[src/hw/rtl/afcn_pkg.sv]
// ----------------------------------------------------------------------------
// afcn_pkg
// Shared types, character codes and hex helpers of the frame command node.
// ----------------------------------------------------------------------------
`timescale 1ns / 1ps
`default_nettype none

package afcn_pkg;

	localparam int BODY_MAX_DEF = 8;

	localparam logic [7:0] ADDR_BCAST = 8'hFF;
	localparam logic [7:0] ADDR_NONE  = 8'h00;

	localparam logic [15:0] VERSION_RST   = 16'h0100;
	localparam logic [15:0] TIMEOUT_RST   = 16'd30000;
	localparam logic [15:0] CFG_BLINK_RST = 16'd1000;
	localparam logic [15:0] ID_BLINK_RST  = 16'd500;

	// Request kinds
	localparam logic [1:0] REQ_BYTE   = 2'd0;
	localparam logic [1:0] REQ_TICK   = 2'd1;
	localparam logic [1:0] REQ_BOOT   = 2'd2;
	localparam logic [1:0] REQ_BUTTON = 2'd3;

	// Register indexes
	localparam logic [2:0] REG_BOOT_ADDR = 3'd0;
	localparam logic [2:0] REG_VERSION   = 3'd1;
	localparam logic [2:0] REG_TIMEOUT   = 3'd2;
	localparam logic [2:0] REG_CFG_BLINK = 3'd3;
	localparam logic [2:0] REG_ID_BLINK  = 3'd4;

	// Valve requests
	localparam logic [2:0] VALVE_NONE      = 3'd0;
	localparam logic [2:0] VALVE_OPEN_ONE  = 3'd1;
	localparam logic [2:0] VALVE_CLOSE_ONE = 3'd2;
	localparam logic [2:0] VALVE_OPEN_TWO  = 3'd3;
	localparam logic [2:0] VALVE_CLOSE_TWO = 3'd4;

	// Characters
	localparam logic [7:0] CH_COLON = 8'h3A;
	localparam logic [7:0] CH_CR    = 8'h0D;
	localparam logic [7:0] CH_LF    = 8'h0A;
	localparam logic [7:0] CH_ONE   = 8'h31;
	localparam logic [7:0] CH_TWO   = 8'h32;
	localparam logic [7:0] CH_A     = 8'h41;
	localparam logic [7:0] CH_B     = 8'h42;
	localparam logic [7:0] CH_C     = 8'h43;
	localparam logic [7:0] CH_E     = 8'h45;
	localparam logic [7:0] CH_I     = 8'h49;
	localparam logic [7:0] CH_M     = 8'h4D;
	localparam logic [7:0] CH_N     = 8'h4E;
	localparam logic [7:0] CH_O     = 8'h4F;
	localparam logic [7:0] CH_P     = 8'h50;
	localparam logic [7:0] CH_R     = 8'h52;
	localparam logic [7:0] CH_S     = 8'h53;
	localparam logic [7:0] CH_V     = 8'h56;
	localparam logic [7:0] CH_W     = 8'h57;
	localparam logic [7:0] CH_X     = 8'h58;

	typedef enum logic [2:0] {
		ST_IDLE,
		ST_SCAN,
		ST_EXEC,
		ST_EMIT,
		ST_DRAIN
	} state_t;

	typedef enum logic [2:0] {
		PH_IDLE,
		PH_STAT,
		PH_COLON,
		PH_BODY,
		PH_CKH,
		PH_CKL,
		PH_CR,
		PH_LF
	} phase_t;

	// Reply descriptor handed from the command logic to the reply generator
	typedef struct packed {
		logic            has;
		logic [6:0][7:0] body;
		logic [2:0]      nb;
		logic [7:0]      stagger;
		logic            flash;
		logic [2:0]      valve;
		logic            store;
		logic [7:0]      store_addr;
	} reply_t;

	function automatic logic [7:0] to_hex(input logic [3:0] v);
		return (v < 4'd10) ? (8'h30 + {4'd0, v}) : (8'h37 + {4'd0, v});
	endfunction

	function automatic logic hex_ok(input logic [7:0] c);
		return (c >= 8'h30 && c <= 8'h39) || (c >= 8'h41 && c <= 8'h46) ||
		       (c >= 8'h61 && c <= 8'h66);
	endfunction

	function automatic logic [3:0] hex_val(input logic [7:0] c);
		logic [7:0] r;
		if (c <= 8'h39) begin
			r = c - 8'h30;
		end else if (c <= 8'h46) begin
			r = c - 8'h37;
		end else begin
			r = c - 8'h57;
		end
		return r[3:0];
	endfunction

	function automatic reply_t mk_reply(input logic [7:0] node, input logic [7:0] cmd,
	                                    input logic [7:0] a0, input logic [7:0] a1);
		reply_t r;
		r         = '0;
		r.has     = 1'b1;
		r.body[0] = to_hex(node[7:4]);
		r.body[1] = to_hex(node[3:0]);
		r.body[2] = cmd;
		r.body[3] = (a0 != 8'd0) ? a0 : a1;
		r.body[4] = a1;
		r.nb      = 3'd3 + {2'd0, (a0 != 8'd0)} + {2'd0, (a1 != 8'd0)};
		return r;
	endfunction

	function automatic reply_t mk_version(input logic [7:0] node, input logic [15:0] ver);
		reply_t r;
		r         = '0;
		r.has     = 1'b1;
		r.body[0] = to_hex(node[7:4]);
		r.body[1] = to_hex(node[3:0]);
		r.body[2] = CH_V;
		r.body[3] = to_hex(ver[15:12]);
		r.body[4] = to_hex(ver[11:8]);
		r.body[5] = to_hex(ver[7:4]);
		r.body[6] = to_hex(ver[3:0]);
		r.nb      = 3'd7;
		return r;
	endfunction

endpackage

`default_nettype wire

[src/hw/rtl/ascii_frame_command_node_top.sv]
// ----------------------------------------------------------------------------
// ascii_frame_command_node_top
// Slave node for a colon-framed ASCII command protocol: frame assembly,
// checking, command execution, tick timers and reply serialisation.
// ----------------------------------------------------------------------------
//
//  channel | signals                                   | word
//  --------+-------------------------------------------+--------------------------
//  in      | in_valid / in_ready                       | req_type, rx_byte
//  out     | out_valid / out_ready                     | has_byte .. stored_address
//  cfg     | cfg_valid / cfg_ready (always ready)      | cfg_index, cfg_data
//
//  A byte, tick, boot or button word runs through the sequencer states IDLE,
//  EMIT and DRAIN. A frame end (len of 3 to 6) adds SCAN and EXEC before EMIT:
//  the body store has one read port, so the checksum adder walks the body one
//  entry a cycle. A reply holds up to twelve words, one a cycle while out_ready
//  stays high. in_ready is low while a word is in work; a stalled out_ready
//  holds the result register and the sequencer. Reset clears all control state.
// ----------------------------------------------------------------------------
`timescale 1ns / 1ps
`default_nettype none

module ascii_frame_command_node_top import afcn_pkg::*; #(
	parameter int BODY_MAX = BODY_MAX_DEF
) (
	input  wire logic        clk,
	input  wire logic        arst_n,
	input  wire logic        in_valid,
	output logic             in_ready,
	input  wire logic [1:0]  req_type,
	input  wire logic [7:0]  rx_byte,
	output logic             out_valid,
	input  wire logic        out_ready,
	output logic             has_byte,
	output logic [7:0]       tx_byte,
	output logic             last_byte,
	output logic [7:0]       stagger_slots,
	output logic             led_level,
	output logic             led_flash,
	output logic [2:0]       valve_request,
	output logic             store_request,
	output logic [7:0]       stored_address,
	input  wire logic        cfg_valid,
	output logic             cfg_ready,
	input  wire logic [2:0]  cfg_index,
	input  wire logic [15:0] cfg_data
);

	localparam int AW = $clog2(BODY_MAX);
	localparam int CW = $clog2(BODY_MAX + 1);

	// configuration registers
	logic [7:0]  boot_addr_q;
	logic [15:0] version_q, timeout_q, cfg_blink_q, id_blink_q;

	// node state
	state_t      state_q, state_nx;
	logic        in_frame_q;
	logic [CW-1:0] body_cnt_q;
	logic [7:0]  node_q;
	logic        v1_q, v2_q;
	logic        setup_q, sled_q, ident_q, iled_q;
	logic [15:0] elapsed_q, sblink_q, iblink_q;

	// frame scan
	logic [2:0]  len_q, cnt_q, idx_s1;
	logic        dv_s1;
	logic [7:0]  h_q, l_q, cmd_q, arg_q, ckh_q, ckl_q, sum_q;
	logic [7:0]  rdata_q;
	reply_t      desc_q;

	logic        in_acc, cfg_acc, is_end, len_ok, mem_we, gen_start, gen_busy, led;
	logic [15:0] sblink_inc, iblink_inc;
	logic [7:0]  boot_node;

	assign in_acc    = in_valid && in_ready;
	assign cfg_ready = 1'b1;
	assign cfg_acc   = cfg_valid && cfg_ready;
	assign is_end    = in_frame_q && (rx_byte == CH_CR || rx_byte == CH_LF) &&
	                   (body_cnt_q != '0);
	assign len_ok    = (body_cnt_q >= CW'(3)) && (body_cnt_q <= CW'(6));
	assign mem_we    = in_acc && (req_type == REQ_BYTE) && in_frame_q &&
	                   rx_byte != CH_CR && rx_byte != CH_LF && rx_byte != CH_COLON &&
	                   (body_cnt_q < CW'(BODY_MAX));
	assign sblink_inc = sblink_q + 16'd1;
	assign iblink_inc = iblink_q + 16'd1;
	assign boot_node  = (boot_addr_q == ADDR_BCAST) ? ADDR_NONE : boot_addr_q;
	assign led        = setup_q ? sled_q : (ident_q ? iled_q : 1'b0);

	afcn_body_mem #(.DEPTH(BODY_MAX), .AW(AW)) u_body (
		.clk     (clk),
		.we      (mem_we),
		.waddr   (body_cnt_q[AW-1:0]),
		.wdata   (rx_byte),
		.raddr   (AW'(cnt_q)),
		.rdata_q (rdata_q)
	);

	// ---- command decode on the scanned frame --------------------------------
	logic [7:0] addr, uc, ckval;
	logic       frame_ok, has_ck, match, handled, stay;
	reply_t     x_reply;
	logic [7:0] x_node;
	logic       x_v1, x_v2, x_setup_wr, x_setup_val, x_ident_wr, x_ident_val;

	assign addr   = {hex_val(h_q), hex_val(l_q)};
	assign ckval  = {hex_val(ckh_q), hex_val(ckl_q)};
	assign has_ck = (len_q == 3'd5) || (len_q == 3'd6);
	assign uc     = (cmd_q >= 8'h61 && cmd_q <= 8'h7A) ? (cmd_q - 8'd32) : cmd_q;
	assign frame_ok = hex_ok(h_q) && hex_ok(l_q) &&
	                  (!has_ck || (hex_ok(ckh_q) && hex_ok(ckl_q) && sum_q == ckval));
	assign match  = (node_q == ADDR_NONE) ? (addr == ADDR_BCAST) :
	                (addr == node_q || addr == ADDR_BCAST);

	always_comb begin
		x_reply     = '0;
		x_node      = node_q;
		x_v1        = v1_q;
		x_v2        = v2_q;
		x_setup_wr  = 1'b0;
		x_setup_val = 1'b0;
		x_ident_wr  = 1'b0;
		x_ident_val = 1'b0;
		handled     = 1'b0;
		stay        = 1'b0;
		if (frame_ok) begin
			if (uc == CH_N) begin
				if (setup_q) begin
					if (addr == ADDR_NONE || addr == ADDR_BCAST) begin
						x_reply = mk_reply(node_q, CH_E, 8'd0, 8'd0);
					end else begin
						x_node             = addr;
						x_reply            = mk_reply(addr, CH_A, 8'd0, 8'd0);
						x_reply.store      = 1'b1;
						x_reply.store_addr = addr;
						handled            = 1'b1;
					end
				end
			end else if (uc == CH_M) begin
				if (addr == node_q) begin
					x_setup_wr  = 1'b1;
					x_setup_val = 1'b1;
					x_reply     = mk_reply(node_q, CH_A, 8'd0, 8'd0);
					handled     = 1'b1;
					stay        = 1'b1;
				end
			end else if (uc == CH_X) begin
				if (addr == ADDR_BCAST) begin
					if (setup_q) begin
						x_setup_wr = 1'b1;
						handled    = 1'b1;
					end
					if (ident_q) begin
						x_ident_wr = 1'b1;
						handled    = 1'b1;
					end
				end
			end else if (match) begin
				if (uc == CH_W) begin
					if (addr == ADDR_BCAST && node_q != ADDR_NONE) begin
						x_reply         = mk_reply(node_q, CH_W, 8'd0, 8'd0);
						x_reply.stagger = node_q;
						handled         = 1'b1;
					end
				end else if (uc == CH_I || uc == CH_P || uc == CH_O || uc == CH_C ||
				             uc == CH_S || uc == CH_V) begin
					if (addr != ADDR_BCAST) begin
						if (uc == CH_I) begin
							x_ident_wr  = 1'b1;
							x_ident_val = 1'b1;
							x_reply     = mk_reply(node_q, CH_A, 8'd0, 8'd0);
							handled     = 1'b1;
						end else if (uc == CH_P) begin
							x_reply       = mk_reply(node_q, CH_A, 8'd0, 8'd0);
							x_reply.flash = 1'b1;
							handled       = 1'b1;
						end else if (uc == CH_V) begin
							x_reply = mk_version(node_q, version_q);
							handled = 1'b1;
						end else if (uc == CH_S) begin
							if (arg_q == CH_ONE) begin
								x_reply = mk_reply(node_q, CH_R, CH_ONE, v1_q ? CH_O : CH_C);
								handled = 1'b1;
							end else if (arg_q == CH_TWO) begin
								x_reply = mk_reply(node_q, CH_R, CH_TWO, v2_q ? CH_O : CH_C);
								handled = 1'b1;
							end else begin
								x_reply = mk_reply(node_q, CH_E, 8'd0, 8'd0);
							end
							x_reply.flash = 1'b1;
						end else if (arg_q == CH_ONE) begin
							x_v1          = (uc == CH_O);
							x_reply       = mk_reply(node_q, CH_A, 8'd0, 8'd0);
							x_reply.valve = (uc == CH_O) ? VALVE_OPEN_ONE : VALVE_CLOSE_ONE;
							handled       = 1'b1;
						end else if (arg_q == CH_TWO) begin
							x_v2          = (uc == CH_O);
							x_reply       = mk_reply(node_q, CH_A, 8'd0, 8'd0);
							x_reply.valve = (uc == CH_O) ? VALVE_OPEN_TWO : VALVE_CLOSE_TWO;
							handled       = 1'b1;
						end else begin
							x_reply = mk_reply(node_q, CH_E, 8'd0, 8'd0);
						end
					end
				end else if (addr != ADDR_BCAST) begin
					x_reply = mk_reply(node_q, CH_E, 8'd0, 8'd0);
				end
			end
			// any handled command but config entry leaves config mode
			if (handled && setup_q && !stay) begin
				x_setup_wr  = 1'b1;
				x_setup_val = 1'b0;
			end
		end
	end

	// ---- sequencer ----------------------------------------------------------
	always_comb begin
		state_nx = state_q;
		case (state_q)
			ST_IDLE: begin
				if (in_acc) begin
					state_nx = (req_type == REQ_BYTE && is_end && len_ok) ? ST_SCAN : ST_EMIT;
				end
			end
			ST_SCAN: begin
				if (dv_s1 && idx_s1 == len_q - 3'd1) begin
					state_nx = ST_EXEC;
				end
			end
			ST_EXEC:  state_nx = ST_EMIT;
			ST_EMIT:  state_nx = ST_DRAIN;
			ST_DRAIN: begin
				if (!gen_busy) begin
					state_nx = ST_IDLE;
				end
			end
			default:  state_nx = ST_IDLE;
		endcase
	end

	always_comb begin
		in_ready  = (state_q == ST_IDLE);
		gen_start = (state_q == ST_EMIT);
	end

	// ---- configuration ------------------------------------------------------
	always_ff @(posedge clk or negedge arst_n) begin
		if (!arst_n) begin
			boot_addr_q <= 8'd0;
			version_q   <= VERSION_RST;
			timeout_q   <= TIMEOUT_RST;
			cfg_blink_q <= CFG_BLINK_RST;
			id_blink_q  <= ID_BLINK_RST;
		end else if (cfg_acc) begin
			case (cfg_index)
				REG_BOOT_ADDR: boot_addr_q <= cfg_data[7:0];
				REG_VERSION:   version_q   <= cfg_data;
				REG_TIMEOUT:   timeout_q   <= cfg_data;
				REG_CFG_BLINK: cfg_blink_q <= cfg_data;
				REG_ID_BLINK:  id_blink_q  <= cfg_data;
				default: ;
			endcase
		end
	end

	// ---- node state ---------------------------------------------------------
	always_ff @(posedge clk or negedge arst_n) begin
		if (!arst_n) begin
			state_q    <= ST_IDLE;
			in_frame_q <= 1'b0;
			body_cnt_q <= '0;
			node_q     <= ADDR_NONE;
			v1_q       <= 1'b0;
			v2_q       <= 1'b0;
			setup_q    <= 1'b0;
			elapsed_q  <= 16'd0;
			sblink_q   <= 16'd0;
			sled_q     <= 1'b0;
			ident_q    <= 1'b0;
			iblink_q   <= 16'd0;
			iled_q     <= 1'b0;
			cnt_q      <= 3'd0;
			dv_s1      <= 1'b0;
			desc_q     <= '0;
		end else begin
			state_q <= state_nx;
			if (in_acc) begin
				desc_q <= '0;
				case (req_type)
					REQ_BYTE: begin
						if (!in_frame_q) begin
							if (rx_byte == CH_COLON) begin
								in_frame_q <= 1'b1;
								body_cnt_q <= '0;
							end
						end else if (rx_byte == CH_CR || rx_byte == CH_LF) begin
							in_frame_q <= 1'b0;
							body_cnt_q <= '0;
							len_q      <= body_cnt_q[2:0];
							cnt_q      <= 3'd0;
							dv_s1      <= 1'b0;
						end else if (rx_byte == CH_COLON) begin
							// restart: empty the body
							body_cnt_q <= '0;
						end else if (body_cnt_q >= CW'(BODY_MAX)) begin
							// overlong: drop the frame
							in_frame_q <= 1'b0;
							body_cnt_q <= '0;
						end else begin
							body_cnt_q <= body_cnt_q + CW'(1);
						end
					end
					REQ_TICK: begin
						if (setup_q) begin
							if (elapsed_q < timeout_q) begin
								elapsed_q <= elapsed_q + 16'd1;
								if (sblink_inc >= cfg_blink_q) begin
									sblink_q <= 16'd0;
									sled_q   <= !sled_q;
								end else begin
									sblink_q <= sblink_inc;
								end
							end else begin
								setup_q   <= 1'b0;
								elapsed_q <= 16'd0;
								sblink_q  <= 16'd0;
								sled_q    <= 1'b0;
							end
						end else if (ident_q) begin
							if (iblink_inc >= id_blink_q) begin
								iblink_q <= 16'd0;
								iled_q   <= !iled_q;
							end else begin
								iblink_q <= iblink_inc;
							end
						end
					end
					REQ_BOOT: begin
						in_frame_q <= 1'b0;
						body_cnt_q <= '0;
						node_q     <= boot_node;
						v1_q       <= 1'b0;
						v2_q       <= 1'b0;
						setup_q    <= 1'b0;
						elapsed_q  <= 16'd0;
						sblink_q   <= 16'd0;
						sled_q     <= 1'b0;
						ident_q    <= 1'b0;
						iblink_q   <= 16'd0;
						iled_q     <= 1'b0;
						if (boot_node != ADDR_NONE) begin
							desc_q <= mk_reply(boot_node, CH_B, 8'd0, 8'd0);
						end
					end
					REQ_BUTTON: begin
						setup_q   <= 1'b1;
						elapsed_q <= 16'd0;
						sblink_q  <= 16'd0;
						sled_q    <= 1'b0;
					end
					default: ;
				endcase
			end
			if (state_q == ST_SCAN) begin
				// issue one read a cycle; its data lands in the next cycle
				if (cnt_q != len_q) begin
					cnt_q <= cnt_q + 3'd1;
				end
				dv_s1 <= (cnt_q != len_q);
			end
			if (state_q == ST_EXEC) begin
				desc_q <= x_reply;
				node_q <= x_node;
				v1_q   <= x_v1;
				v2_q   <= x_v2;
				if (x_setup_wr) begin
					setup_q   <= x_setup_val;
					elapsed_q <= 16'd0;
					sblink_q  <= 16'd0;
					sled_q    <= 1'b0;
				end
				if (x_ident_wr) begin
					ident_q  <= x_ident_val;
					iblink_q <= 16'd0;
					iled_q   <= 1'b0;
				end
			end
		end
	end

	// scan data path: capture fields and run the checksum adder
	always_ff @(posedge clk) begin
		if (state_q == ST_SCAN) begin
			idx_s1 <= cnt_q;
			if (cnt_q == 3'd0) begin
				sum_q <= 8'd0;
				arg_q <= 8'd0;
			end
			if (dv_s1) begin
				if (idx_s1 == 3'd0) h_q   <= rdata_q;
				if (idx_s1 == 3'd1) l_q   <= rdata_q;
				if (idx_s1 == 3'd2) cmd_q <= rdata_q;
				if (idx_s1 == 3'd3 && (len_q == 3'd4 || len_q == 3'd6)) arg_q <= rdata_q;
				if (has_ck && idx_s1 == len_q - 3'd2) ckh_q <= rdata_q;
				if (has_ck && idx_s1 == len_q - 3'd1) ckl_q <= rdata_q;
				if (idx_s1 < len_q - 3'd2) sum_q <= sum_q + rdata_q;
			end
		end
	end

	afcn_reply_gen u_reply (
		.clk            (clk),
		.arst_n         (arst_n),
		.start          (gen_start),
		.desc           (desc_q),
		.led            (led),
		.busy           (gen_busy),
		.out_valid      (out_valid),
		.out_ready      (out_ready),
		.has_byte       (has_byte),
		.tx_byte        (tx_byte),
		.last_byte      (last_byte),
		.stagger_slots  (stagger_slots),
		.led_level      (led_level),
		.led_flash      (led_flash),
		.valve_request  (valve_request),
		.store_request  (store_request),
		.stored_address (stored_address)
	);

	// ---- checks -------------------------------------------------------------
	a_idle_quiet: assert property (@(posedge clk) disable iff (!arst_n)
		in_ready |-> !gen_busy)
		else $error("input taken while a reply is still in flight");

	a_last_ends: assert property (@(posedge clk) disable iff (!arst_n)
		out_valid && out_ready && last_byte |=> !out_valid)
		else $error("word emitted after the final word of a run");

	a_scan_len: assert property (@(posedge clk) disable iff (!arst_n)
		state_q == ST_SCAN |-> (len_q >= 3'd3 && len_q <= 3'd6))
		else $error("body scan started with a bad length");

	a_valve_code: assert property (@(posedge clk) disable iff (!arst_n)
		out_valid && valve_request != VALVE_NONE |-> last_byte)
		else $error("valve request outside the final word");

endmodule

`default_nettype wire

[src/hw/rtl/afcn_body_mem.sv]
// ----------------------------------------------------------------------------
// afcn_body_mem
// Frame body store: one write port, one registered read port.
// ----------------------------------------------------------------------------
`timescale 1ns / 1ps
`default_nettype none

module afcn_body_mem import afcn_pkg::*; #(
	parameter int DEPTH = BODY_MAX_DEF,
	parameter int AW    = $clog2(DEPTH)
) (
	input  wire logic          clk,
	input  wire logic          we,
	input  wire logic [AW-1:0] waddr,
	input  wire logic [7:0]    wdata,
	input  wire logic [AW-1:0] raddr,
	output logic      [7:0]    rdata_q
);

	logic [7:0] mem [DEPTH];

	always_ff @(posedge clk) begin
		if (we) begin
			mem[waddr] <= wdata;
		end
		rdata_q <= mem[raddr];
	end

endmodule

`default_nettype wire

[src/hw/rtl/afcn_reply_gen.sv]
// ----------------------------------------------------------------------------
// afcn_reply_gen
// Serialise one reply frame word by word with its running checksum, or a status word.
// ----------------------------------------------------------------------------
`timescale 1ns / 1ps
`default_nettype none

module afcn_reply_gen import afcn_pkg::*; (
	input  wire logic       clk,
	input  wire logic       arst_n,
	input  wire logic       start,
	input  wire reply_t     desc,
	input  wire logic       led,
	output logic            busy,
	output logic            out_valid,
	input  wire logic       out_ready,
	output logic            has_byte,
	output logic [7:0]      tx_byte,
	output logic            last_byte,
	output logic [7:0]      stagger_slots,
	output logic            led_level,
	output logic            led_flash,
	output logic [2:0]      valve_request,
	output logic            store_request,
	output logic [7:0]      stored_address
);

	phase_t     ph_q, ph_nx;
	reply_t     d_q;
	logic [2:0] idx_q;
	logic [7:0] sum_q;
	logic       first_q;
	logic       led_q;
	logic       ld;
	logic [7:0] byte_nx;
	logic       last_nx;
	logic [2:0] last_idx;

	assign ld       = (ph_q != PH_IDLE) && (!out_valid || out_ready);
	assign busy     = (ph_q != PH_IDLE) || out_valid;
	assign last_idx = d_q.nb - 3'd1;

	always_comb begin
		byte_nx = 8'd0;
		last_nx = 1'b0;
		ph_nx   = ph_q;
		case (ph_q)
			PH_STAT: begin
				last_nx = 1'b1;
				ph_nx   = PH_IDLE;
			end
			PH_COLON: begin
				byte_nx = CH_COLON;
				ph_nx   = PH_BODY;
			end
			PH_BODY: begin
				byte_nx = d_q.body[idx_q];
				ph_nx   = (idx_q == last_idx) ? PH_CKH : PH_BODY;
			end
			PH_CKH: begin
				byte_nx = to_hex(sum_q[7:4]);
				ph_nx   = PH_CKL;
			end
			PH_CKL: begin
				byte_nx = to_hex(sum_q[3:0]);
				ph_nx   = PH_CR;
			end
			PH_CR: begin
				byte_nx = CH_CR;
				ph_nx   = PH_LF;
			end
			PH_LF: begin
				byte_nx = CH_LF;
				last_nx = 1'b1;
				ph_nx   = PH_IDLE;
			end
			default: begin
				ph_nx = PH_IDLE;
			end
		endcase
	end

	always_ff @(posedge clk or negedge arst_n) begin
		if (!arst_n) begin
			ph_q      <= PH_IDLE;
			out_valid <= 1'b0;
			idx_q     <= 3'd0;
			sum_q     <= 8'd0;
			first_q   <= 1'b0;
		end else if (start) begin
			ph_q    <= desc.has ? PH_COLON : PH_STAT;
			idx_q   <= 3'd0;
			sum_q   <= 8'd0;
			first_q <= 1'b1;
		end else if (ld) begin
			ph_q      <= ph_nx;
			out_valid <= 1'b1;
			first_q   <= 1'b0;
			if (ph_q == PH_BODY) begin
				// accumulate the checksum of the body, one byte a word
				idx_q <= idx_q + 3'd1;
				sum_q <= sum_q + byte_nx;
			end
		end else if (out_ready) begin
			out_valid <= 1'b0;
		end
	end

	always_ff @(posedge clk) begin
		if (start) begin
			d_q   <= desc;
			led_q <= led;
		end
		if (ld) begin
			has_byte       <= d_q.has;
			tx_byte        <= byte_nx;
			last_byte      <= last_nx;
			stagger_slots  <= first_q ? d_q.stagger : 8'd0;
			led_level      <= led_q;
			led_flash      <= last_nx & d_q.flash;
			valve_request  <= last_nx ? d_q.valve : VALVE_NONE;
			store_request  <= last_nx & d_q.store;
			stored_address <= last_nx ? d_q.store_addr : 8'd0;
		end
	end

endmodule

`default_nettype wire
[config.mk]
export PLATFORM = sky130hd
export DESIGN_NAME = ascii_frame_command_node_top
export DESIGN_NICKNAME = d
export VERILOG_FILES = /design/src/hw/rtl/afcn_pkg.sv /design/src/hw/rtl/ascii_frame_command_node_top.sv /design/src/hw/rtl/afcn_body_mem.sv /design/src/hw/rtl/afcn_reply_gen.sv
export SDC_FILE = /design/constraint.sdc
export NUM_CORES = 1
export LEC_CHECK = 0
export ABC_AREA = 1
export BUFFER_PORTS_ARGS = -buffer_cell sky130_fd_sc_hd__buf_2
export CORE_MARGIN = 5
export CORE_UTILIZATION = 37
export CTS_CLUSTER_SIZE = 8
export DETAILED_ROUTE_END_ITERATION = 6
export GPL_ROUTABILITY_DRIVEN = 1
export REMOVE_ABC_BUFFERS = 1
export SLEW_MARGIN = 0
export SYNTH_ARGS = -nofsm -noshare
export SYNTH_HDL_FRONTEND = slang
export SYNTH_SLANG_ARGS = --single-unit
[constraint.sdc]
create_clock -name clk -period 8.6 [get_ports clk]
set_input_delay 1.29 -clock clk [delete_from_list [all_inputs] [get_ports clk]]
set_output_delay 1.29 -clock clk [all_outputs]
set_load 0.01 [all_outputs]
==> results.yml <==
final_layout:
  drive_gt1_share_pct: 10.6
  fillers: 6423
  finalNetCount: 2915
  num_antenna_cells: 0
  seq_area_um2: 12800
  multi_input_area_um2: 9810
  stdcell_count: 3682
  syn_to_final_growth_pct: 13.6
die:
  initial_core_util_pct: 37.2
  die_area_um2: 71200
  rows: 94
  die_x_um: 267
  die_h_um: 267
  ios: 69
  core_area_um2: 65600
sta:
  holdWs_ns: 0.433
  rsz0062_at_grt: "no"
  setup-violations-final: 0
  max_freq_mhz: 244
  slew_headroom_pct: 14.5
  slew_viol_final: 0
  worstMarginPinSlew_ns: 1.27
  hold_violations: 0
  layout_setup_ws_ns: 4.50
  fin_worst_skew_ns: 0.0249
  tns_ns: 0
  fin_crit_ns: 4.10
  period_share_pct: 47.7
synthesis:
  async_flop_share_pct: 49.6
  yosys_warnings: 0
  synth_area_um2: 24400
  synth-seq-cells: 468
  ys_types: 72
  ys.flop_type: "edfxtp_1"
  synth_edf_count: 228
  yosysSeqAreaShare_pct: 52.6
  syn_area_per_cell_um2: 9.09
  synth_cells: 2685
critical_path:
  cp_data_arrival_time_ns: 4.65
  required_ns: 9.15
  cp_cell_sequence: "inv_1, nor3_2, nand3_1, nor3_1, nand3_1, nor3_1, nand3_1, nor2_1, xnor2_1, inv_1, ha_1, nand2_1, inv_1, nand3_1, inv_1, a21oi_1, nand4_1, inv_1, nand2_1, o21ai_0, a22oi_1, nor2_1"
  path_class: "reg2reg"
  cp_slowest_cell: "nand4_1"
  cp-start-kind: "register"
  path_delay_family: "simple AND/OR/NAND/NOR gates"
  critPathMaxFanout: 10
  path_common_cell: "inv_1"
  end_kind: "register"
  cpPeakStageDelay_ns: 0.42
  rr_startpoint: "iblink_q[2]"
  critPathBufInv: 5
  startpoint: "iblink_q[2]"
grt:
  grt_pass1_wl_mm: 96.9
  grt_remaining_overflow: 0
  grt_max_degree: 165
  groute.usage.overall_pct: 16.7
  antenna_found_initial: 1
  grt_pass1_vias: 18400
detailed_routing:
  drcViolationCount: 0
  antenna_left: 0
  dr.first_iter.drc_count: 1373
  via_per_inst: 5.08
  vias: 18700
  drtPass1Iterations: 6
  wl_per_cell_um: 16.4
  wirelength_mm: 60.4
cts:
  cts.repair.resized: 0
  htreeDepth: 3
  clock_tree.buffer_depth: 3
  postCtsHoldBufs: 0
  post-cts-setup-buffers: 0
  clkTransAtPathRegs_ns: 0.05
  cts_root_buf: "clkbuf_16"
  cts.sink_count: 468
  insertion_delay_ns: 0.62
  cts_made_buffers: 69
  cts_tree: "done"
power:
  pwr-share-clk_pct: 32.2
  p_int_w: 0.00521
  power.leakage_nw: 12.3
  seqPwrFrac_pct: 40.9
  powerDensity_nw_per_um2: 290
  power_switching_w: 0.00283
  combPwrFrac_pct: 26.8
  switching_share_pct: 35.2
  ir_worst_vdd_mv: 0.170
flow_run:
  max_cap_violations: 0
placed_design:
  pre_cts_ws_ns: 4.48
  place_congestion: 0.888
  port_buffers: 66
  post-place-cells: 3560
  dp_hpwl_mm: 43.2
min_path:
  hp-start: "desc_q[50]"
  worstHoldPathType: "reg2reg"
status:
  run_status: "completed"
==> flip-flops by register name, indices dropped and copies added, names as in the netlist, 16 cells and up <==
register     flops
cfg_blink_q     16
desc_q          70
elapsed_q       16
iblink_q        16
id_blink_q      16
sblink_q        16
timeout_q       16
u_body.mem      64
u_reply.d_q     70
version_q       16
==> area by class of cell <==
class	count	area share (%)
clock buffer	115	7.00
clock inverter	7	0.528
inverter	384	5.22
multi-input combinational	1764	35.4
sequential	468	46.3
tap	864	3.90
timing repair buffer	80	1.65
==> Yosys cell counts, types with 36 or more instances <==
master | instances | share of area (%)
a21oi_1 | 60 | 1.2
a22oi_1 | 36 | 1.1
clkbuf_1 | 55 | 0.85
dfrtp_1 | 212 | 22
edfxtp_1 | 228 | 28
ha_1 | 112 | 5.7
inv_1 | 366 | 5.6
nand2_1 | 485 | 7.5
nand3_1 | 125 | 2.6
nor2_1 | 279 | 4.3
o21ai_0 | 288 | 5.9
xor2_1 | 59 | 2.1
==> kinds of logic after synthesis <==
kind of cell,count (synthesis),share of synthesized area (%)
and+or+nand+nor,1060,19.2
AOI/OAI and AO/OA,516,12.4
DFF,468,52.6
buffers and inverters,453,7.28
adders and majority gates,114,5.91
xor gates and xnor gates,72,2.58
other,2,0.0308
==> metrics by stage <==
stage	power, W	area (um^2)	util (%)
after floorplan	0.00470	24100	-
after global placement	0.00541	25600	39.1
after detailed placement	0.00550	25600	39.1
after CTS	0.00812	27700	42.2
after global routing	0.00855	27700	42.2
final	0.00804	27700	42.2
==> power groups by stage <==
stage | clock network [W] | logic [W] | registers, W
after floorplan | 0 | 0.00144 | 0.00326
after global placement | 0 | 0.00210 | 0.00331
after detailed placement | 0 | 0.00217 | 0.00333
after CTS | 0.00265 | 0.00218 | 0.00329
after global routing | 0.00275 | 0.00246 | 0.00334
final | 0.00259 | 0.00216 | 0.00329
==> per-layer routing <==
layer  routed length [um]  vias to the layer above  GRT usage (%)
met5                    0                        -              0
met4                 1480                        0           4.90
met3                 3300                      111           3.17
met2                28100                      501           27.6
met1                27500                     8948           22.6
li1                     -                     9129              -
==> placed cells by master (no fill, tap or decap), drive strengths merged, types with 80 or more instances in the layout <==
cell and instances:
ha 112, nand3 132, nand2 506, o21ai 303, nor2 323, inv 387
dfrtp 212, buf 80, clkbuf 115, edfxtp 228
==> final timing paths <==
kind                                   end  slack [ns]  cells after the start
setup / recovery               iblink_q[2]        4.50                     22
min in group asynchronous        desc_q[5]        0.65                      1
max in group asynchronous    timeout_q[11]        6.58                      2
setup reg to reg               iblink_q[2]        4.50                     22
hold reg to reg            u_reply.d_q[50]        0.43                      0
hold / removal             u_reply.d_q[50]        0.43                      0
Note: power is estimated with default switching activity, not from simulation.
